<file path="src/design/hbs_pkg.sv">
// Shared constants, codes and helpers of the heightmap bilinear sampler.
`timescale 1ns / 1ps
package hbs_pkg;

    localparam int MAX_COLS_DEF  = 256;
    localparam int MAX_ROWS_DEF  = 256;
    localparam int FRAC_BITS_DEF = 8;
    localparam int QUEUE_DEPTH   = 4;

    localparam int CFG_IDX_W  = 2;
    localparam int CFG_DATA_W = 9;
    localparam logic [CFG_DATA_W-1:0] GRID_RESET = 9'd256;

    localparam int COORD_W  = 8;
    localparam int SAMPLE_W = 8;
    localparam int POS_W    = 16;

    // s_tdata layout
    localparam int COL_LSB   = 0;
    localparam int ROW_LSB   = COL_LSB + COORD_W;
    localparam int VAL_LSB   = ROW_LSB + COORD_W;
    localparam int QX_LSB    = VAL_LSB + SAMPLE_W;
    localparam int QZ_LSB    = QX_LSB + POS_W;
    localparam int S_TDATA_W = QZ_LSB + POS_W;

    localparam int M_TDATA_W = 16;
    localparam logic [M_TDATA_W-1:0] HEIGHT_MAX = '1;

    localparam int NUM_BANKS   = 4;
    localparam int BANK_SEL_W  = 2;
    localparam int OP_W        = 2;

    typedef enum logic [CFG_IDX_W-1:0] {
        REG_GRID_WIDTH  = 2'd0,
        REG_GRID_HEIGHT = 2'd1
    } cfg_reg_t;

    typedef enum logic [OP_W-1:0] {
        OP_LOAD  = 2'd0,
        OP_QUERY = 2'd1,
        OP_OOR   = 2'd2
    } op_t;

    function automatic int imax(input int a, input int b);
        return (a > b) ? a : b;
    endfunction

endpackage

</file>
<file path="src/design/hbs_queue.sv">
// Short FIFO that decouples the front end from the sample engine.
`timescale 1ns / 1ps
module hbs_queue #(
    parameter int WIDTH = 8,
    parameter int DEPTH = hbs_pkg::QUEUE_DEPTH
) (
    input  logic             aclk,
    input  logic             aresetn,
    input  logic             push_valid,
    output logic             push_ready,
    input  logic [WIDTH-1:0] push_data,
    output logic             pop_valid,
    input  logic             pop_ready,
    output logic [WIDTH-1:0] pop_data
);
    localparam int PTR_W = $clog2(DEPTH);
    localparam int CNT_W = $clog2(DEPTH + 1);

    logic [WIDTH-1:0] entries_reg [DEPTH];
    logic [PTR_W-1:0] wr_ptr_reg, wr_ptr_next;
    logic [PTR_W-1:0] rd_ptr_reg, rd_ptr_next;
    logic [CNT_W-1:0] count_reg, count_next;
    logic             do_push, do_pop;

    assign push_ready = (count_reg != CNT_W'(DEPTH));
    assign pop_valid  = (count_reg != '0);
    assign pop_data   = entries_reg[rd_ptr_reg];
    assign do_push    = push_valid && push_ready;
    assign do_pop     = pop_valid && pop_ready;

    always_comb begin
        wr_ptr_next = wr_ptr_reg;
        rd_ptr_next = rd_ptr_reg;
        if (do_push) begin
            wr_ptr_next = (wr_ptr_reg == PTR_W'(DEPTH - 1)) ? '0 : wr_ptr_reg + PTR_W'(1);
        end
        if (do_pop) begin
            rd_ptr_next = (rd_ptr_reg == PTR_W'(DEPTH - 1)) ? '0 : rd_ptr_reg + PTR_W'(1);
        end
        count_next = count_reg + CNT_W'(do_push) - CNT_W'(do_pop);
    end

    always_ff @(posedge aclk) begin
        if (!aresetn) begin
            wr_ptr_reg <= '0;
            rd_ptr_reg <= '0;
            count_reg  <= '0;
        end else begin
            wr_ptr_reg <= wr_ptr_next;
            rd_ptr_reg <= rd_ptr_next;
            count_reg  <= count_next;
        end
    end

    always_ff @(posedge aclk) begin
        if (do_push) begin
            entries_reg[wr_ptr_reg] <= push_data;
        end
    end

endmodule

</file>
<file path="config.mk">
export PLATFORM = sky130hd
export DESIGN_NAME = hbs_queue
export DESIGN_NICKNAME = d
export VERILOG_FILES = /design/src/design/hbs_pkg.sv /design/src/design/hbs_queue.sv
export SDC_FILE = /design/constraint.sdc
export NUM_CORES = 1
export LEC_CHECK = 0
export ABC_AREA = 1
export BUFFER_PORTS_ARGS = -buffer_cell sky130_fd_sc_hd__buf_2
export CORE_MARGIN = 3
export CORE_UTILIZATION = 60
export DETAILED_ROUTE_END_ITERATION = 10
export GPL_TIMING_DRIVEN = 0
export PLACE_DENSITY = 0.86
export SLEW_MARGIN = 0
export SYNTH_ARGS = -nofsm -noshare
export SYNTH_HDL_FRONTEND = slang
export SYNTH_SLANG_ARGS = --single-unit
</file>
<file path="constraint.sdc">
create_clock -name aclk -period 3.2 [get_ports aclk]
set_input_delay 0.64 -clock aclk [delete_from_list [all_inputs] [get_ports aclk]]
set_output_delay 0.64 -clock aclk [all_outputs]
set_load 0.02 [all_outputs]
</file>
==> impl_results.md, run 1 <==
- Status: finished clean
- Power consumption: 1.60 mW
- Mux contribution to synthesized area: 0%
- Synth top area share: 56.6%
- Via Count: 1072
- Placed Cells: 190
- Post-CTS resize count: 0
- WS Path Type: reg -> out
- Avg Inst Size Synth: 12.2 um2
- Via/cell ratio: 5.41
- CTS tree: built
- Period minus WS final: 2.21 ns
- Fmax: 452 MHz
- Worst-path fanout max: 9
- Top cells by area, synth: edfxtp_1, dfxtp_1, nor2_1
- FP Rows: 18
- RSZ-0062 raised after global routing: false
- Worst path required time: 2.56 ns
- Largest net degree at the start of global routing: 14
- Post-synthesis simple-gate area fraction: 12.4%
- Synth unique cells: 23
- Buffer count from post-CTS setup fixing: 0
- Reg2reg setup slack: 1.28 ns
- Post-route setup TNS: 0 ns
- Syn Nets: 159
- Post-Synth Adder-Cell Area: 6.34%
- Max IR drop VDD: 620 uV
- Nets: 187
- Post-Syn Area: 1700 um2
- Max reg flops: 32
- Crit path capture type: primary output
- Routed WL per cell: 15.1 um
- Clock tree sinks: 41
- Initial antenna violation count: 0
- Hold_ws: 0.492 ns
- Post-synthesis compound-gate area fraction: 9.07%
- Clk Latency, worst-skew pair: 0.35 ns
- Endpoints failing hold: 0
- Global-route wire length before repair: 4840 um
- Vias in the first global route: 1039
- Post-Synth XOR/XNOR Area: 0.516%
- Clock buffer depth: 2
- Fill cells: 182
- ANT cells: 0
- Layout cells sized above 1: 23.8%
- Setup violators final: 0
- R2R depth: 12
- Total CTS buffers: 5
- Post-synthesis sequential area ratio: 67.3%
- Total core area: 2590 um2
- Total power per unit cell area: 835 nW/um2
- Yosys reg bits: 41
- Clk root buf: clkbuf_4
- CP startpoint kind: flip-flop
- Final GP Congestion: 0.695
- Hold Path Sink: entries_reg[0][4]
- Slew Viols, Final: 0
- Worst reg2reg path endpoint: count_reg[2]
- Critical path arrival: 1.57 ns
- I/O Buffers: 21
- Clock Pin Slew Worst Setup and Hold Paths: 0.11 ns
- Drt initial violations: 42
- Die Ht: 59.2 um
- Hold Startpoint: push_data[4]
- Worst hold path stage count: 1
- Largest family of logic cells by synthesized area: simple AND/OR/NAND/NOR gates
- Area growth syn-to-layout: 13.1%
- Tcrit/Tclk final: 69.1%
- Max H-tree Level: 2
- Worst Clk Skew: 0.00678 ns
- Die X: 59.2 um
- Biggest area consumer among synthesized cells: edfxtp_1
- Post-route insts no fill: 198
- Io pins: 22
- Fin util: 74.1%
- Hold-fix buffers, CTS: 0
- Worst slew pin tran: 0.834 ns
- Routed WL: 2980 um
- Detailed Place HPWL: 2030 um
- ANT nets after route: 0
- Max Cap Viol: 0
- Hold Path Class: in -> reg
- Reg2reg start: count_reg[1]
- GRT Util Overall: 20.2%
- DR pass1 iterations: 4
- Die area: 3500 um2
- Yosys warns: 0
- Cells after Synth: 139
- Slew headroom: 44.2%
- Initial Util: 65.5%
- DR DRC count: 0
- Pleak: 0.760 nW
- Grt ovf: 0
## per-stage QoR
step | area [um2] | setup slack (ns)
floorplan | 1700 | 1.29
global placement | 1840 | 1.12
detailed placement | 1840 | 1.06
CTS | 1920 | 0.982
global route | 1920 | 0.861
finish | 1920 | 0.989
## placed cells by master (no fill, tap or decap), types with 2 or more instances in the layout
cell and n:
o21ai_2 2, nand3b_1 2, nand2_1 9, nor2_1 29, inv_1 13, dfxtp_1 9
edfxtp_1 32, o21ai_1 2, o22ai_1 8, o21ai_0 12, nor2_2 2, buf_6 2
ha_1 7, clkbuf_4 5, buf_2 21
## layer usage
layer | track usage [%] | vias to the layer above | share of wire (%)
li1 | - | 539 | -
met1 | 23.6 | 496 | 43
met2 | 32.8 | 28 | 49
met3 | 7.41 | 9 | 5.7
met4 | 10.0 | 0 | 2.2
met5 | 0 | - | 0
## cell usage after synthesis (all sizes together)
cell / number
nor2: 32
xnor2: 1
a21boi: 1
o21ai: 16
fa: 1
nand3: 1
edfxtp: 32
a21oi: 1
ha: 7
nand2: 11
or2: 1
inv: 14
nand3b: 2
buf: 2
dfxtp: 9
o22ai: 8
## area by class of cell
cell class,count,area (um2),share of cell area [%]
timing repair buffer,21,105,5.48
clock inverter,3,41.3,2.15
tap,30,37.5,1.96
inverter,14,52.6,2.74
clock buffer,5,37.5,1.96
multi-input combinational,82,480,25.0
sequential,41,1140,59.5
buffer,2,22.5,1.17
## worst max path at each step
stage	startpoint	endpoint	slack, ns	depth (start not counted)
4_1_cts	flip-flop	pop_data[3]	0.98	4
2_1_floorplan	pop_ready	count_reg[2]	1.29	10
5_1_grt	flip-flop	pop_data[3]	0.86	4
3_3_place_gp	pop_ready	count_reg[2]	1.12	11
6_report	flip-flop	pop_data[3]	0.99	4
3_5_place_dp	pop_ready	count_reg[2]	1.06	11
## logic make-up (layout without fill, tap and decap cells)
| family | after synthesis | in the layout |
|---|---|---|
| AO/OA/AOI/OAI | 26 | 26 |
| AND/OR/NAND/NOR | 47 | 47 |
| adder cells (fa/ha/maj) | 8 | 8 |
| flip-flops | 41 | 41 |
| buffers and inverters | 16 | 45 |
| XOR/XNOR | 1 | 1 |
## critical path, stage by stage, from the launching register on
cell	delay (ns)
dfxtp_1	0.42
inv_1	0.28
o21ai_0	0.15
o22ai_1	0.18
buf_2	0.20
## report_power, final
group          total, mW  switching [mW]  internal (mW)
sequential         0.727          0.0637          0.663
combinational      0.552           0.354          0.198
clock              0.323           0.162          0.162
(Power assumes the default switching activity.)
==> inputs of run 2 (changes only) <==
--- a/config.mk
+++ b/config.mk
@@ -8,10 +8,10 @@
 export ABC_AREA = 1
 export BUFFER_PORTS_ARGS = -buffer_cell sky130_fd_sc_hd__buf_2
 export CORE_MARGIN = 3
-export CORE_UTILIZATION = 60
+export CORE_UTILIZATION = 56
 export DETAILED_ROUTE_END_ITERATION = 10
 export GPL_TIMING_DRIVEN = 0
-export PLACE_DENSITY = 0.86
+export PLACE_DENSITY = 0.82
 export SLEW_MARGIN = 0
 export SYNTH_ARGS = -nofsm -noshare
 export SYNTH_HDL_FRONTEND = slang
==> constraint.sdc (replaced) <==
create_clock -name aclk -period 2.1 [get_ports aclk]
set_input_delay 0.42 -clock aclk [delete_from_list [all_inputs] [get_ports aclk]]
set_output_delay 0.42 -clock aclk [all_outputs]
set_load 0.02 [all_outputs]
==> run 2 against run 1 <==
Final cell count increased by 0.51%. Sequential cell count unchanged. Largest cell class unchanged. Register-to-register slack got worse by 1.1 ns. Critical endpoint is now pop_data[6]. Critical path depth increased by 1. Total power increased by 57%.
==> impl_results.md, run 2 (synthesized netlist as in run 1, its figures left out) <==
- Hold Path Class: in -> reg
- Clock Pin Slew Worst Setup and Hold Paths: 0.12 ns
- Io pins: 22
- Global-route wire length before repair: 4870 um
- Clock buffer depth: 2
- CTS tree: built
- Pleak: 0.766 nW
- Via/cell ratio: 5.50
- Post-route insts no fill: 199
- Nets: 187
- Worst hold path stage count: 1
- Max IR drop VDD: 706 uV
- Largest net degree at the start of global routing: 14
- Crit path capture type: primary output
- Slew Viols, Final: 0
- R2R depth: 12
- Max reg flops: 32
- Placed Cells: 191
- Die area: 3730 um2
- Worst Clk Skew: 0.0149 ns
- Clk root buf: clkbuf_4
- Slew headroom: 46.8%
- Total power per unit cell area: 1300 nW/um2
- Worst path required time: 1.68 ns
- Power consumption: 2.51 mW
- Total CTS buffers: 5
- DR pass1 iterations: 4
- DP Worst Slack: 0.161 ns
- Final GP Congestion: 0.766
- FP Rows: 19
- Hold_ws: 0.274 ns
- Commonest non-fill, non-tap cell in the layout: edfxtp_1
- Clk Latency, worst-skew pair: 0.36 ns
- Total core area: 2830 um2
- Detailed Place HPWL: 2050 um
- Layout cells sized above 1: 25.0%
- Initial antenna violation count: 0
- Design area: 1930 um2
- I/O Buffers: 21
- Die Ht: 61.0 um
- Worst slew pin tran: 0.794 ns
- Area after DPL: 1840 um2
- Grt ovf: 0
- Fin util: 68.2%
- Endpoints failing hold: 0
- Routed WL: 3090 um
- Max Cap Viol: 0
- Worst-path fanout max: 10
- Post-route setup TNS: 0 ns
- Period minus WS final: 2.00 ns
- Critical path arrival: 1.58 ns
- ANT cells: 0
- Final WS setup: 0.0987 ns
- Fmax: 500 MHz
- Die X: 61.0 um
- ANT nets after route: 0
- Clock tree sinks: 41
- GRT Util Overall: 18.9%
- Status: finished clean
- Initial Util: 60.0%
- CP startpoint kind: flip-flop
- Max H-tree Level: 2
- Drt initial violations: 80
- Highest-count cells in the layout ignoring fill and taps: edfxtp_1, nor2_1, buf_2
- Tcrit/Tclk final: 95.3%
- Routed WL per cell: 15.5 um
- WS Path Type: reg -> out
- RSZ-0062 raised after global routing: false
- Area growth syn-to-layout: 13.8%
- Vias in the first global route: 1120
- Via Count: 1094
- DR DRC count: 0
- Setup violators final: 0
run 2: final timing paths:
path,from,to,slack [ns]
worst max register to register,count_reg[1],count_reg[2],0.19
worst min register to register,wr_ptr_reg[1],wr_ptr_reg[1],0.55
worst max-delay path,flip-flop,pop_data[6],0.1
worst min-delay path,push_data[2],entries_reg[3][2],0.27
run 2: routing by layer:
metal | GRT usage [%] | share of wire (%) | up-vias
li1 | - | - | 534
met1 | 20.7 | 42 | 519
met2 | 31.9 | 50 | 33
met3 | 4.82 | 5.3 | 8
met4 | 13.6 | 2.5 | 0
met5 | 0 | 0 | -
run 2: cell type report:
class | count | area (um2)
buffer | 2 | 22.5
clock buffer | 6 | 51.3
clock inverter | 2 | 37.5
fill | 196 | 898
inverter | 14 | 52.6
multi-input combinational | 82 | 480
sequential | 41 | 1140
tap | 31 | 38.8
timing repair buffer | 21 | 105
run 2: report_power, final:
part	total [mW]	leakage (nW)	internal, mW	switching, mW
registers	1.11	0.368	1.01	0.0973
logic	0.862	0.354	0.306	0.557
clock network	0.536	0.0445	0.283	0.253
run 2: timing repair:
action                                  in CTS  in global routing
hold buffers                                 0                  0
endpoints found under the setup margin       0                  1
gates resized for setup                      0                  1
setup buffers                                0                  0
run 2: worst max-delay path: stages, from the launching register on:
cell and delay, ns:
dfxtp_1 0.55, inv_2 0.14, buf_6 0.18, nor2_2 0.09, o22ai_1 0.10, buf_2 0.17
==> inputs of run 3 (changes only) <==
--- a/config.mk
+++ b/config.mk
@@ -7,6 +7,7 @@
 export LEC_CHECK = 0
 export ABC_AREA = 1
 export BUFFER_PORTS_ARGS = -buffer_cell sky130_fd_sc_hd__buf_2
+export CORE_ASPECT_RATIO = 0.5
 export CORE_MARGIN = 3
 export CORE_UTILIZATION = 56
 export DETAILED_ROUTE_END_ITERATION = 10
==> run 3 against run 2 <==
Die area up 1.1%. Utilization up 2.4 points. Combinational power down 3.2%. Register-to-register slack better by 0.03 ns. Hold slack better by 0.071 ns. Critical endpoint is now count_reg[2]. Largest cell class unchanged.
==> impl_results.md, run 3 (synthesized netlist as in run 1, its figures left out) <==
- Status: finished clean
- Hold_ws: 0.345 ns
- Fill cells: 200
- Clk root buf: clkbuf_8
- ANT cells: 0
- Largest net degree at the start of global routing: 13
- Io pins: 22
- Initial antenna violation count: 0
- Internal power: 1.54 mW
- Clk pwr share: 19.5%
- Switching portion of total power: 36.1%
- Global-route wire length before repair: 4180 um
- Worst Clk Skew: 0.00731 ns
- Post-route insts no fill: 205
- I/O Buffers: 21
- Endpoints failing hold: 0
- RSZ-0062 raised after global routing: false
- WS Path Type: reg -> reg
- Final WS setup: 0.218 ns
- Comb pwr share: 34.7%
- Post-route setup TNS: 0 ns
- Clock tree sinks: 41
- Die Ht: 44.9 um
- ANT nets after route: 0
- Initial Util: 62.1%
- Register area: 1140 um2
- Worst slew pin tran: 0.764 ns
- Via Count: 1053
- Die X: 83.8 um
- Worst-path fanout max: 7
- Placed Cells: 197
- Total CTS buffers: 5
- Total power per unit cell area: 1250 nW/um2
- FP Rows: 13
- CP startpoint kind: flip-flop
- Area growth syn-to-layout: 13.7%
- Highest-count cells in the layout ignoring fill and taps: edfxtp_1, nor2_1, buf_2
- Period minus WS final: 1.88 ns
- Critical path arrival: 2.06 ns
- Via/cell ratio: 5.14
- Setup violators final: 0
- DR DRC count: 0
- Hold-fix buffers, CTS: 0
- Max H-tree Level: 2
- Pleak: 0.764 nW
- Post-CTS resize count: 0
- Crit path capture type: flip-flop
- Grt ovf: 0
- Fmax: 531 MHz
- Area after DPL: 1850 um2
- Worst path required time: 2.28 ns
- Max IR drop VDD: 609 uV
- Clock buffer depth: 2
- Switching power: 0.867 mW
- Drt initial violations: 59
- Multi-input logic area: 480 um2
- Max Cap Viol: 0
- DR pass1 iterations: 4
- Clk Latency, worst-skew pair: 0.28 ns
- Detailed Place HPWL: 1810 um
- Design area: 1930 um2
- Tcrit/Tclk final: 89.6%
- Final GP Congestion: 0.736
- CTS tree: built
- Slew Viols, Final: 0
- Hold Path Class: in -> reg
- Slew headroom: 48.9%
- GRT Util Overall: 15.5%
- Sequential group share of total power: 45.9%
- Reg2reg setup slack: 0.22 ns
- Clock Pin Slew Worst Setup and Hold Paths: 0.07 ns
- Commonest non-fill, non-tap cell in the layout: edfxtp_1
- Vias in the first global route: 964
- Routed WL per cell: 13.2 um
- Layout cells sized above 1: 23.2%
- DP Worst Slack: 0.193 ns
- Nets: 187
- Routed WL: 2700 um
- Max reg flops: 32
- Buffer count from post-CTS setup fixing: 0
- Total core area: 2730 um2
- Die area: 3770 um2
[run 3: cell count changes in the layout (fill, tap and decap cells not counted), sizes merged]
cell | before | now
clkinv | 0 | 3
bufinv | 1 | 0
clkbuf | 6 | 5
clkinvlp | 1 | 0
[run 3: power by group through the flow]
stage / combinational [mW] / clock, mW / sequential, mW
2_1_floorplan: 0.610 / 0 / 1.09
3_3_place_gp: 0.819 / 0 / 1.12
3_5_place_dp: 0.835 / 0 / 1.12
4_1_cts: 0.841 / 0.479 / 1.11
5_1_grt: 0.928 / 0.512 / 1.12
6_report: 0.834 / 0.468 / 1.10
[run 3: final timing paths]
check	to	depth (start not counted)	startpoint
max	count_reg[2]	12	count_reg[1]
min	entries_reg[3][5]	1	push_data[5]
min reg2reg	rd_ptr_reg[1]	2	rd_ptr_reg[1]
max reg2reg	count_reg[2]	12	count_reg[1]
[run 3: layout make-up]
type                       instances  share of cell area [%]
multi-input combinational         82                    24.9
clock inverter                     3                   0.649
clock buffer                       5                    3.57
sequential                        41                    59.1
timing repair buffer              21                    5.45
inverter                          14                    2.72
buffer                             2                    1.17
tap                               37                    2.40
[run 3: metrics by stage]
step / utilization [%] / power [mW]
finish: 70.6 / 2.41
global route: 70.6 / 2.56
CTS: 70.6 / 2.43
detailed placement: 67.6 / 1.96
floorplan: - / 1.70
global placement: 67.6 / 1.94
[run 3: layer usage]
metal	global-route usage [%]	up-vias	routed length (um)
met5	0	-	0
met4	10.6	0	40
met3	4.55	5	126
met2	26.9	26	1310
met1	17.3	487	1230
li1	-	535	-
[run 3: critical path, stage by stage (launching register included)]
cell and delay [ns]:
dfxtp_1 0.44, nor2_4 0.08, nand2_2 0.11, nand2_4 0.08, ha_1 0.30, inv_1 0.06, ha_1 0.12, inv_1 0.04
fa_1 0.34, inv_1 0.07, nand2_1 0.05, nand2_1 0.06, nor2_1 0.03
