**config.mk**
```make
export PLATFORM = sky130hd
export DESIGN_NAME = hbs_front
export DESIGN_NICKNAME = d
export VERILOG_FILES = /design/src/design/hbs_pkg.sv /design/src/design/hbs_front.sv
export SDC_FILE = /design/constraint.sdc
export NUM_CORES = 1
export LEC_CHECK = 0
export BUFFER_PORTS_ARGS = -buffer_cell sky130_fd_sc_hd__buf_2
export CAP_MARGIN = 30
export CORE_MARGIN = 5
export CORE_UTILIZATION = 46
export DETAILED_ROUTE_END_ITERATION = 16
export GPL_TIMING_DRIVEN = 0
export HOLD_SLACK_MARGIN = 0.03
export PLACE_DENSITY = 0.95
export SETUP_SLACK_MARGIN = 0.05
export SLEW_MARGIN = 20
export SYNTH_ARGS = -nofsm -noshare
export SYNTH_HDL_FRONTEND = slang
export SYNTH_SLANG_ARGS = --single-unit
```
**constraint.sdc**
```tcl
create_clock -name aclk -period 2.9 [get_ports aclk]
set_input_delay 0.145 -clock aclk [delete_from_list [all_inputs] [get_ports aclk]]
set_output_delay 0.145 -clock aclk [all_outputs]
set_load 0.01 [all_outputs]
```
**src/design/hbs_pkg.sv**
```systemverilog
// Shared constants, codes and helpers of the heightmap bilinear sampler.
`timescale 1ns / 1ps
package hbs_pkg;

    localparam int MAX_COLS_DEF  = 256;
    localparam int MAX_ROWS_DEF  = 256;
    localparam int FRAC_BITS_DEF = 8;
    localparam int QUEUE_DEPTH   = 4;

    localparam int CFG_IDX_W  = 2;
    localparam int CFG_DATA_W = 9;
    localparam logic [CFG_DATA_W-1:0] GRID_RESET = 9'd256;

    localparam int COORD_W  = 8;
    localparam int SAMPLE_W = 8;
    localparam int POS_W    = 16;

    // s_tdata layout
    localparam int COL_LSB   = 0;
    localparam int ROW_LSB   = COL_LSB + COORD_W;
    localparam int VAL_LSB   = ROW_LSB + COORD_W;
    localparam int QX_LSB    = VAL_LSB + SAMPLE_W;
    localparam int QZ_LSB    = QX_LSB + POS_W;
    localparam int S_TDATA_W = QZ_LSB + POS_W;

    localparam int M_TDATA_W = 16;
    localparam logic [M_TDATA_W-1:0] HEIGHT_MAX = '1;

    localparam int NUM_BANKS   = 4;
    localparam int BANK_SEL_W  = 2;
    localparam int OP_W        = 2;

    typedef enum logic [CFG_IDX_W-1:0] {
        REG_GRID_WIDTH  = 2'd0,
        REG_GRID_HEIGHT = 2'd1
    } cfg_reg_t;

    typedef enum logic [OP_W-1:0] {
        OP_LOAD  = 2'd0,
        OP_QUERY = 2'd1,
        OP_OOR   = 2'd2
    } op_t;

    function automatic int imax(input int a, input int b);
        return (a > b) ? a : b;
    endfunction

endpackage

```
**src/design/hbs_front.sv**
```systemverilog
// Front end: configuration registers, item classification and range check.
`timescale 1ns / 1ps
module hbs_front #(
    parameter int MAX_COLS  = hbs_pkg::MAX_COLS_DEF,
    parameter int MAX_ROWS  = hbs_pkg::MAX_ROWS_DEF,
    parameter int FRAC_BITS = hbs_pkg::FRAC_BITS_DEF,
    localparam int COL_W    = $clog2(MAX_COLS),
    localparam int ROW_W    = $clog2(MAX_ROWS)
) (
    input  logic                            aclk,
    input  logic                            aresetn,
    input  logic                            cfg_wr_en,
    input  logic [hbs_pkg::CFG_IDX_W-1:0]   cfg_addr,
    input  logic [hbs_pkg::CFG_DATA_W-1:0]  cfg_wr_data,
    input  logic                            s_tvalid,
    output logic                            s_tready,
    input  logic [hbs_pkg::S_TDATA_W-1:0]   s_tdata,
    input  logic                            s_tuser,
    output logic                            push_valid,
    input  logic                            push_ready,
    output hbs_pkg::op_t                    push_op,
    output logic [COL_W-1:0]                push_col,
    output logic [ROW_W-1:0]                push_row,
    output logic [hbs_pkg::SAMPLE_W-1:0]    push_value,
    output logic [FRAC_BITS-1:0]            push_fx,
    output logic [FRAC_BITS-1:0]            push_fz
);
    import hbs_pkg::*;

    localparam int IPOS_W = (POS_W > FRAC_BITS) ? POS_W - FRAC_BITS : 1;
    localparam int MAXD_W = $clog2(imax(MAX_COLS, MAX_ROWS) + 1);
    localparam int CMP_W  = imax(imax(MAXD_W, IPOS_W + 1), CFG_DATA_W);

    logic [CFG_DATA_W-1:0] grid_width_reg, grid_width_next;
    logic [CFG_DATA_W-1:0] grid_height_reg, grid_height_next;

    logic [COORD_W-1:0]  sample_col, sample_row;
    logic [POS_W-1:0]    query_x, query_z;
    logic [IPOS_W-1:0]   xi, zi;
    logic [CMP_W-1:0]    w_eff, h_eff;
    logic                is_query, in_store, oor;

    always_comb begin
        grid_width_next  = grid_width_reg;
        grid_height_next = grid_height_reg;
        if (cfg_wr_en) begin
            case (cfg_addr)
                REG_GRID_WIDTH: begin
                    grid_width_next = cfg_wr_data;
                end
                REG_GRID_HEIGHT: begin
                    grid_height_next = cfg_wr_data;
                end
                default: begin
                    grid_width_next = grid_width_reg;
                end
            endcase
        end
    end

    always_ff @(posedge aclk) begin
        if (!aresetn) begin
            grid_width_reg  <= GRID_RESET;
            grid_height_reg <= GRID_RESET;
        end else begin
            grid_width_reg  <= grid_width_next;
            grid_height_reg <= grid_height_next;
        end
    end

    assign sample_col = s_tdata[COL_LSB +: COORD_W];
    assign sample_row = s_tdata[ROW_LSB +: COORD_W];
    assign query_x    = s_tdata[QX_LSB +: POS_W];
    assign query_z    = s_tdata[QZ_LSB +: POS_W];
    assign is_query   = s_tuser;

    assign xi = IPOS_W'(query_x >> FRAC_BITS);
    assign zi = IPOS_W'(query_z >> FRAC_BITS);

    // clamp the programmed grid size to the store
    assign w_eff = (CMP_W'(grid_width_reg) > CMP_W'(MAX_COLS)) ? CMP_W'(MAX_COLS)
                                                              : CMP_W'(grid_width_reg);
    assign h_eff = (CMP_W'(grid_height_reg) > CMP_W'(MAX_ROWS)) ? CMP_W'(MAX_ROWS)
                                                               : CMP_W'(grid_height_reg);

    assign oor = ((CMP_W'(xi) + CMP_W'(1)) >= w_eff) || ((CMP_W'(zi) + CMP_W'(1)) >= h_eff);

    assign in_store = (CMP_W'(sample_col) < CMP_W'(MAX_COLS))
                   && (CMP_W'(sample_row) < CMP_W'(MAX_ROWS));

    // loads outside the store are accepted and dropped here
    assign s_tready   = push_ready;
    assign push_valid = s_tvalid && push_ready && (is_query || in_store);
    assign push_op    = !is_query ? OP_LOAD : (oor ? OP_OOR : OP_QUERY);
    assign push_col   = is_query ? COL_W'(xi) : COL_W'(sample_col);
    assign push_row   = is_query ? ROW_W'(zi) : ROW_W'(sample_row);
    assign push_value = s_tdata[VAL_LSB +: SAMPLE_W];
    assign push_fx    = query_x[FRAC_BITS-1:0];
    assign push_fz    = query_z[FRAC_BITS-1:0];

endmodule

```
==> results of run 1 <==
==> area by class of cell <==
type                       instances  area (sq um)
tap                               48          60.1
timing repair buffer              91           455
sequential                        18           360
clock buffer                       4          55.1
multi-input combinational        143          1150
fill                             315          1360
buffer                            30           210
inverter                           4          15.0
==> cell families (layout without fill, tap and decap cells) <==
kind of cell,count (synthesis),after routing,share of synthesized area
and+or+nand+nor,63,63,0.193
buffers and inverters,34,129,0.130
muxes,32,32,0.196
adders and majority gates,20,20,0.144
DFF,18,18,0.208
AOI/OAI and AO/OA,16,16,0.0692
xor gates and xnor gates,12,12,0.0606
==> worst max-delay path by stage <==
stage,from,endpoint,slack [ns],cells past startpoint
2_1_floorplan,s_tdata[48],push_op[0],0.72,9
3_3_place_gp,s_tdata[48],push_op[0],0.40,11
3_5_place_dp,s_tdata[48],push_op[0],0.34,11
4_1_cts,grid_height_reg[8],push_op[0],0.32,8
5_1_grt,grid_height_reg[8],push_op[0],0.15,8
6_report,grid_height_reg[8],push_op[0],0.32,8
==> power by group through the flow <==
stage | clock [mW] | combinational [mW] | sequential (mW)
2_1_floorplan | 0 | 0.146 | 0.265
3_3_place_gp | 0 | 0.233 | 0.265
3_5_place_dp | 0 | 0.242 | 0.266
4_1_cts | 0.211 | 0.244 | 0.260
5_1_grt | 0.222 | 0.267 | 0.261
6_report | 0.206 | 0.241 | 0.260
==> cell usage in the layout (no fill, tap or decap), types with 6 or more instances in the layout <==
master / count
buf_2: 94
buf_4: 25
dfxtp_1: 18
ha_1: 20
mux2_2: 16
mux2i_1: 16
nand2_1: 21
nand3_1: 6
nor2b_1: 18
xnor2_1: 8
==> stage by stage <==
| stage | hold WS, ns | setup slack, ns | total power, mW | instance area [sq um] | instances |
|---|---|---|---|---|---|
| after floorplan | 0.273 | 0.725 | 0.411 | 1740 | 195 |
| after global placement | 0.394 | 0.405 | 0.499 | 2250 | 334 |
| after detailed placement | 0.397 | 0.341 | 0.508 | 2250 | 334 |
| after CTS | 0.127 | 0.318 | 0.715 | 2310 | 338 |
| after global routing | 0.146 | 0.147 | 0.751 | 2310 | 338 |
| final | 0.134 | 0.323 | 0.708 | 2310 | 338 |
==> critical path, cell delays in order (launching register included) <==
cell and delay, ns:
dfxtp_1 0.33, clkinv_1 0.24, nand2_1 0.14, ha_1 0.24, and2_4 0.17, a221o_1 0.33
a2111oi_4 0.36, and4_1 0.24, buf_2 0.13
==> per-layer routing <==
metal  vias to the layer above  track usage  share of wire
li1                        845            -              -
met1                       736        0.171           0.38
met2                        54        0.315           0.54
met3                         4       0.0323          0.071
met4                         0       0.0418         0.0096
met5                         -            0              0
==> metrics.md, run 1 <==
| Metric | Value |
|---|---|
| Setup CP Type | `flop to output port` |
| Yosys cell types | `34` |
| Root Driver | `clkbuf_8` |
| Worst vdd ir | `0.251 mV` |
| Worst-path fanout max | `9` |
| Gr ovfl total | `0` |
| Net Sw Frac | `0.283` |
| Syn avg cell area | `8.90 sq um` |
| Post-layout util | `0.630` |
| Post-synthesis async set-or-reset flop share | `0` |
| Final nets | `384` |
| Htree depth | `1` |
| Initial antenna violation count | `0` |
| Post-DRT Antenna Nets | `0` |
| Largest net degree at the start of global routing | `11` |
| Routed WL | `4290 microns` |
| Psw | `0.200 mW` |
| DR iter-0 viols | `19` |
| Min-delay src | `cfg_wr_data[8]` |
| Yosys top cell by area | `dfxtp_1` |
| Power per cell area | `307 mW/mm^2` |
| Reg2reg setup slack | `1.99 ns` |
| Worst rel slew slack | `0.634` |
| Worst Setup Start Kind | `flop` |
| Effective utilization at floorplan | `0.474` |
| N_diodes | `0` |
| RR Endpoint | `grid_height_reg[8]` |
| Die width | `71.4 microns` |
| Yosys warns | `0` |
| I/O Buffers | `91` |
| WP data arrival | `2.43 ns` |
| Worst Max-Slew Pin Slew | `0.549 ns` |
| Routability cong. | `0.765` |
| Seq pwr share | `0.368` |
| Total leakage power | `1.14 nW` |
| Setup TNS | `0 ns` |
| Most frequent cell after synthesis | `buf_4` |
| Min-Delay Path Class | `input pin to flop` |
| Area delta synth->final | `32.9%` |
| Dpl hpwl | `3740 microns` |
| Post-CTS Resized | `0` |
| Clock power frac | `0.291` |
| Mapped Area | `0.00174 sq mm` |
| WP data required | `2.76 ns` |
| Post-synth top cells | `25 x buf_4, 21 x nand2_1, 20 x ha_1` |
| Post-CTS Setup Bufs | `0` |
| Max_cap viols | `0` |
| Clock Skew | `0 ns` |
| DR pass1 iterations | `4` |
| Share of layout cells above drive strength 1 | `0.490` |
| I/O pin count | `117` |
| Critical Path Sink Type | `output port` |
| Shortest period the worst path allows | `2.58 ns` |
| Period utilization | `0.889` |
| Final setup violation count | `0` |
| Sequential area share after synthesis | `0.208` |
| Core Rows | `22` |
| Top cells by area, synth | `dfxtp_1 21%, ha_1 14%, buf_4 11%, mux2_2 10%, mux2i_1 9.2%` |
| Status | `finished clean` |
| Post-synth EDFFs | `0` |
| Routed wire length per instance | `12.7 microns` |
| Die height | `71.4 microns` |
| Primary FF master, synth | `dfxtp_1` |
| Hold buffers post-CTS | `0` |
| Clock Pin Slew Worst Setup and Hold Paths | `0.07 ns` |
| Post-Synthesis Cells | `195` |
| # DRC | `0` |
| Die area | `0.00510 sq mm` |
| R2R depth | `4` |
| Combinational power share | `0.341` |
| Clock sinks | `18` |
| Vias in the first global route | `1,615` |
| Via count | `1,639` |
| Seq cells post-synth | `18` |
| Via-to-Cell Ratio | `4.85` |
| Final Max Slew Viols | `0` |
| Skew-Pair Late Insertion Delay | `0.25 ns` |
| Hold Crit Endpoint | `grid_width_reg[8]` |
| Placeable Area | `0.00366 sq mm` |
| Share of the synthesized area in the top cell type | `0.208` |
| R2r startpoint | `grid_height_reg[8]` |
| RSZ-0062 raised after global routing | `no` |
| Final Hold Viols | `0` |
| Pint | `0.508 mW` |
| GRT Overall Usage | `0.161` |
| Fmax | `388 MHz` |
| WHS Path Cells | `3` |
| CTS tree | `done` |
| Num CTS Buffers | `3` |
| First-pass GRT wire length | `6800 microns` |
| Clk buf depth | `2` |
| Mapped Nets | `288` |
(Power assumes the default switching activity.)
==> run 2, diff against run 1 <==
CORE_ASPECT_RATIO = 1.4   (was unset)
HOLD_SLACK_MARGIN = 0.1   (was 0.03)
SKIP_LAST_GASP = 1   (was unset)
==> run 2 against run 1 <==
  * Non-clock buffer count did not move
  * First-iteration DRC count did not move
  * Critical path depth did not move
==> metrics.md, run 2 (synthesized netlist as in run 1, its figures left out) <==
| Metric | Value |
|---|---|
| # DRC | `0` |
| Dpl hpwl | `3910 microns` |
| # fillers | `324` |
| Gr ovfl total | `0` |
| Most common cell after layout, fill and taps aside | `buf_2` |
| Register area | `360 sq um` |
| Root Driver | `clkbuf_8` |
| Clock Skew | `0 ns` |
| Die area | `0.00512 sq mm` |
| Setup CP Type | `flop to output port` |
| Met1 usage | `0.163` |
| Clock sinks | `18` |
| Htree depth | `1` |
| Placeable Area | `0.00364 sq mm` |
| Final setup violation count | `0` |
| Multi-input gate area | `0.00115 sq mm` |
| I/O pin count | `117` |
| Final Hold Viols | `0` |
| Die height | `82.7 microns` |
| GRT met2 Usage | `0.326` |
| Via-to-Cell Ratio | `5.14` |
| Final Max Slew Viols | `0` |
| DR iter-0 viols | `19` |
| Routed wire length per instance | `13.3 microns` |
| Fin Hold WS | `0.129 ns` |
| Shortest period the worst path allows | `2.62 ns` |
| Largest net degree at the start of global routing | `11` |
| Die width | `61.9 microns` |
| GRT met3 Usage | `0.0171` |
| Max_cap viols | `0` |
| Total leakage power | `1.14 nW` |
| Num CTS Buffers | `3` |
| Post-CTS Setup Bufs | `0` |
| Min-Delay Path Class | `input pin to flop` |
| DR pass1 iterations | `4` |
| Period utilization | `0.902` |
| Final Non-Filler Cells | `332` |
| RSZ-0062 raised after global routing | `no` |
| CP bufs+invs | `2` |
| Effective utilization at floorplan | `0.476` |
| CP delay by family, top | `compound AO/OA/AOI/OAI gates` |
| Clk buf depth | `2` |
| Post-DRT Antenna Nets | `0` |
| Slowest-stage cell, CP | `a2111oi_4` |
| Power per cell area | `307 mW/mm^2` |
| Critical Path Sink Type | `output port` |
| CP max stage delay | `0.37 ns` |
| I/O Buffers | `91` |
| Worst Setup Start Kind | `flop` |
| CTS tree | `done` |
| Routed WL | `4420 microns` |
| Placed Cells | `328` |
| N_diodes | `0` |
| Post-route cell area | `0.00230 sq mm` |
| GRT Overall Usage | `0.166` |
| WP data required | `2.76 ns` |
| Critical Path, Cell by Cell | `clkinv_1, nand2_1, ha_1, and2_4, a221o_1, a2111oi_4, and4_1, buf_2` |
| Final nets | `384` |
| Share of layout cells above drive strength 1 | `0.490` |
| Post-CTS Resized | `0` |
| Clock Pin Slew Worst Setup and Hold Paths | `0.07 ns` |
| WP data arrival | `2.47 ns` |
| Most used routing layer | `met2` |
| Worst-path fanout max | `9` |
| Hold buffers post-CTS | `0` |
| First-pass GRT wire length | `6610 microns` |
| Initial antenna violation count | `0` |
| Core Rows | `26` |
| Overall Power | `0.705 mW` |
| Status | `finished clean` |
| Routability cong. | `0.752` |
| Placed Area | `0.00224 sq mm` |
| Worst vdd ir | `0.369 mV` |
| Worst rel slew slack | `0.632` |
| Skew-Pair Late Insertion Delay | `0.25 ns` |
| Setup TNS | `0 ns` |
| Fmax | `382 MHz` |
| Worst Max-Slew Pin Slew | `0.551 ns` |
| Commonest cells after routing, fill and taps aside | `94 x buf_2, 25 x buf_4, 21 x nand2_1` |
| Via count | `1,706` |
| Vias in the first global route | `1,667` |
| Area delta synth->final | `32.4%` |
[run 2: final timing paths]
check        depth (start not counted)  slack, ns            endpoint               start
min                                  3       0.13   grid_width_reg[8]      cfg_wr_data[8]
min reg2reg                          2       0.52  grid_height_reg[3]  grid_height_reg[3]
max                                  8       0.28          push_op[0]  grid_height_reg[8]
max reg2reg                          4       1.93  grid_height_reg[8]  grid_height_reg[8]
[run 2: stage by stage]
stage                     setup WS, ns  utilization
after floorplan                  0.725            -
after global placement           0.428        0.616
after detailed placement         0.370        0.616
after CTS                        0.266        0.631
after global routing             0.168        0.631
final                            0.284        0.631
[run 2: where the power goes]
part | switching (mW) | total, mW | internal (mW)
registers | 0.00466 | 0.261 | 0.256
clock network | 0.0819 | 0.203 | 0.121
logic | 0.111 | 0.242 | 0.131
[run 2: cell type report]
| cell class | instances | share of cell area |
|---|---|---|
| sequential | 18 | 0.157 |
| clock buffer | 4 | 0.0240 |
| buffer | 30 | 0.0915 |
| multi-input combinational | 143 | 0.500 |
| inverter | 4 | 0.00653 |
| tap | 42 | 0.0229 |
| timing repair buffer | 91 | 0.198 |
[run 2: layer usage]
layer,wire [microns],vias to the layer above
met5,0,-
met2,2390,74
li1,-,846
met1,1460,772
met3,396,14
met4,169,0
[run 2: worst min-delay path, stage by stage]
cell      delay [ns]
buf_2           0.08
nand2_1         0.04
o211ai_1        0.08
==> run 3, diff against run 2 <==
CORE_UTILIZATION = 45   (was 46)
==> run 3 against run 2 <==
  * Die area rose by 1.9%
  * Non-clock buffer count did not move
  * Final cell count did not move
  * Core utilization fell by 0.56 points
  * Fmax rose by 1.8%
==> metrics.md, run 3 (synthesized netlist as in run 1, its figures left out) <==
| Metric | Value |
|---|---|
| Final Hold Viols | `0` |
| GRT Overall Usage | `0.163` |
| Post-place setup slack | `0.332 ns` |
| DR iter-0 viols | `10` |
| Num CTS Buffers | `3` |
| Placeable Area | `0.00368 sq mm` |
| # DRC | `0` |
| Worst-path fanout max | `5` |
| Share of layout cells above drive strength 1 | `0.490` |
| Worst Max-Slew Pin Slew | `0.545 ns` |
| Clock Pin Slew Worst Setup and Hold Paths | `0.06 ns` |
| Final nets | `384` |
| Overall Power | `0.703 mW` |
| Largest net degree at the start of global routing | `11` |
| Placed Cells | `328` |
| Final setup violation count | `0` |
| Clock Skew | `0 ns` |
| Final Non-Filler Cells | `332` |
| Worst vdd ir | `0.319 mV` |
| Die area | `0.00522 sq mm` |
| Die height | `83.5 microns` |
| Via count | `1,672` |
| Clock power frac | `0.286` |
| Shortest period the worst path allows | `2.57 ns` |
| Post-CTS Resized | `0` |
| Effective utilization at floorplan | `0.472` |
| # fillers | `336` |
| Most common cell after layout, fill and taps aside | `buf_2` |
| R2r startpoint | `grid_width_reg[8]` |
| I/O pin count | `117` |
| Total leakage power | `1.14 nW` |
| Period utilization | `0.886` |
| Gr ovfl total | `0` |
| Root Driver | `clkbuf_8` |
| Reg2reg setup slack | `2.02 ns` |
| Final Max Slew Viols | `0` |
| Post-DRT Antenna Nets | `0` |
| Final worst slack | `0.330 ns` |
| Hold buffers post-CTS | `0` |
| Critical Path Sink Type | `output port` |
| I/O Buffers | `91` |
| Area delta synth->final | `32.4%` |
| Worst Setup Start Kind | `input pin` |
| Post-CTS Setup Bufs | `0` |
| Routed wire length per instance | `13.3 microns` |
| R2R depth | `2` |
| Clock sinks | `18` |
| WP data required | `2.76 ns` |
| Seq pwr share | `0.371` |
| Die width | `62.5 microns` |
| Power per cell area | `306 mW/mm^2` |
| Net Sw Frac | `0.279` |
| Fmax | `389 MHz` |
| N_diodes | `0` |
| Dpl hpwl | `3900 microns` |
| Clk buf depth | `2` |
| Worst Setup SP | `s_tdata[48]` |
| Routability cong. | `0.762` |
| WP data arrival | `2.42 ns` |
| Initial antenna violation count | `0` |
| Worst rel slew slack | `0.636` |
| Setup CP Type | `input pin to output port` |
| Min-Delay Path Class | `input pin to flop` |
| Combinational power share | `0.343` |
| First-pass GRT wire length | `7240 microns` |
| Core Rows | `26` |
| RR Endpoint | `grid_width_reg[8]` |
| Setup TNS | `0 ns` |
| Post-layout util | `0.625` |
| Routed WL | `4400 microns` |
| Setup crit end | `push_op[0]` |
| Vias in the first global route | `1,747` |
| RSZ-0062 raised after global routing | `no` |
| Psw | `0.196 mW` |
| Status | `finished clean` |
| CTS tree | `done` |
| Skew-Pair Late Insertion Delay | `0.25 ns` |
| Via-to-Cell Ratio | `5.04` |
| Commonest cells after routing, fill and taps aside | `94 x buf_2, 25 x buf_4, 21 x nand2_1` |
| Max_cap viols | `0` |
| Pint | `0.507 mW` |
| Htree depth | `1` |
| DR pass1 iterations | `4` |
run 3: worst min path at each step:
stage | startpoint | end | slack (ns) | cells after the start
after floorplan | aresetn | grid_height_reg[0] | 0.27 | 1
after global placement | cfg_wr_data[8] | grid_width_reg[8] | 0.39 | 3
after detailed placement | cfg_wr_data[8] | grid_height_reg[8] | 0.41 | 3
after CTS | cfg_wr_data[8] | grid_height_reg[8] | 0.14 | 3
after global routing | cfg_wr_data[1] | grid_height_reg[1] | 0.17 | 3
final | cfg_wr_data[8] | grid_height_reg[8] | 0.15 | 3
run 3: area by class of cell:
| type | count | area [sq um] | share of cell area |
|---|---|---|---|
| multi-input cells | 143 | 1150 | 0.500 |
| repair buffers | 91 | 455 | 0.198 |
| flip-flops and latches | 18 | 360 | 0.157 |
| plain buffers | 30 | 210 | 0.0915 |
| clock buffers | 4 | 55.1 | 0.0240 |
| well taps | 42 | 52.6 | 0.0229 |
| inverters | 4 | 15.0 | 0.00653 |
run 3: layer usage:
| layer | vias up | global-route usage | share of wire |
|---|---|---|---|
| met4 | 0 | 0.0869 | 0.022 |
| met5 | - | 0 | 0 |
| li1 | 847 | - | - |
| met3 | 10 | 0.0431 | 0.079 |
| met2 | 68 | 0.319 | 0.57 |
| met1 | 747 | 0.145 | 0.33 |
run 3: power groups by stage:
stage	clock (mW)	sequential, mW	combinational [mW]
after global placement	0	0.266	0.233
after global routing	0.222	0.261	0.268
final	0.202	0.261	0.241
after floorplan	0	0.265	0.146
after detailed placement	0	0.266	0.243
after CTS	0.208	0.261	0.244
run 3: per-stage QoR:
| step | area, sq um | hold WS (ns) |
|---|---|---|
| 2_1_floorplan | 1740 | 0.273 |
| 3_3_place_gp | 2240 | 0.394 |
| 3_5_place_dp | 2240 | 0.410 |
| 4_1_cts | 2300 | 0.143 |
| 5_1_grt | 2300 | 0.172 |
| 6_report | 2300 | 0.145 |
run 3: worst max-delay path, stage by stage:
cell and delay [ns]:
buf_2 0.13, ha_1 0.20, nand3_1 0.13, nor2_1 0.19, xor2_1 0.19, ha_1 0.26
and2_4 0.14, a221o_1 0.33, a2111oi_4 0.36, and4_1 0.22, buf_2 0.13
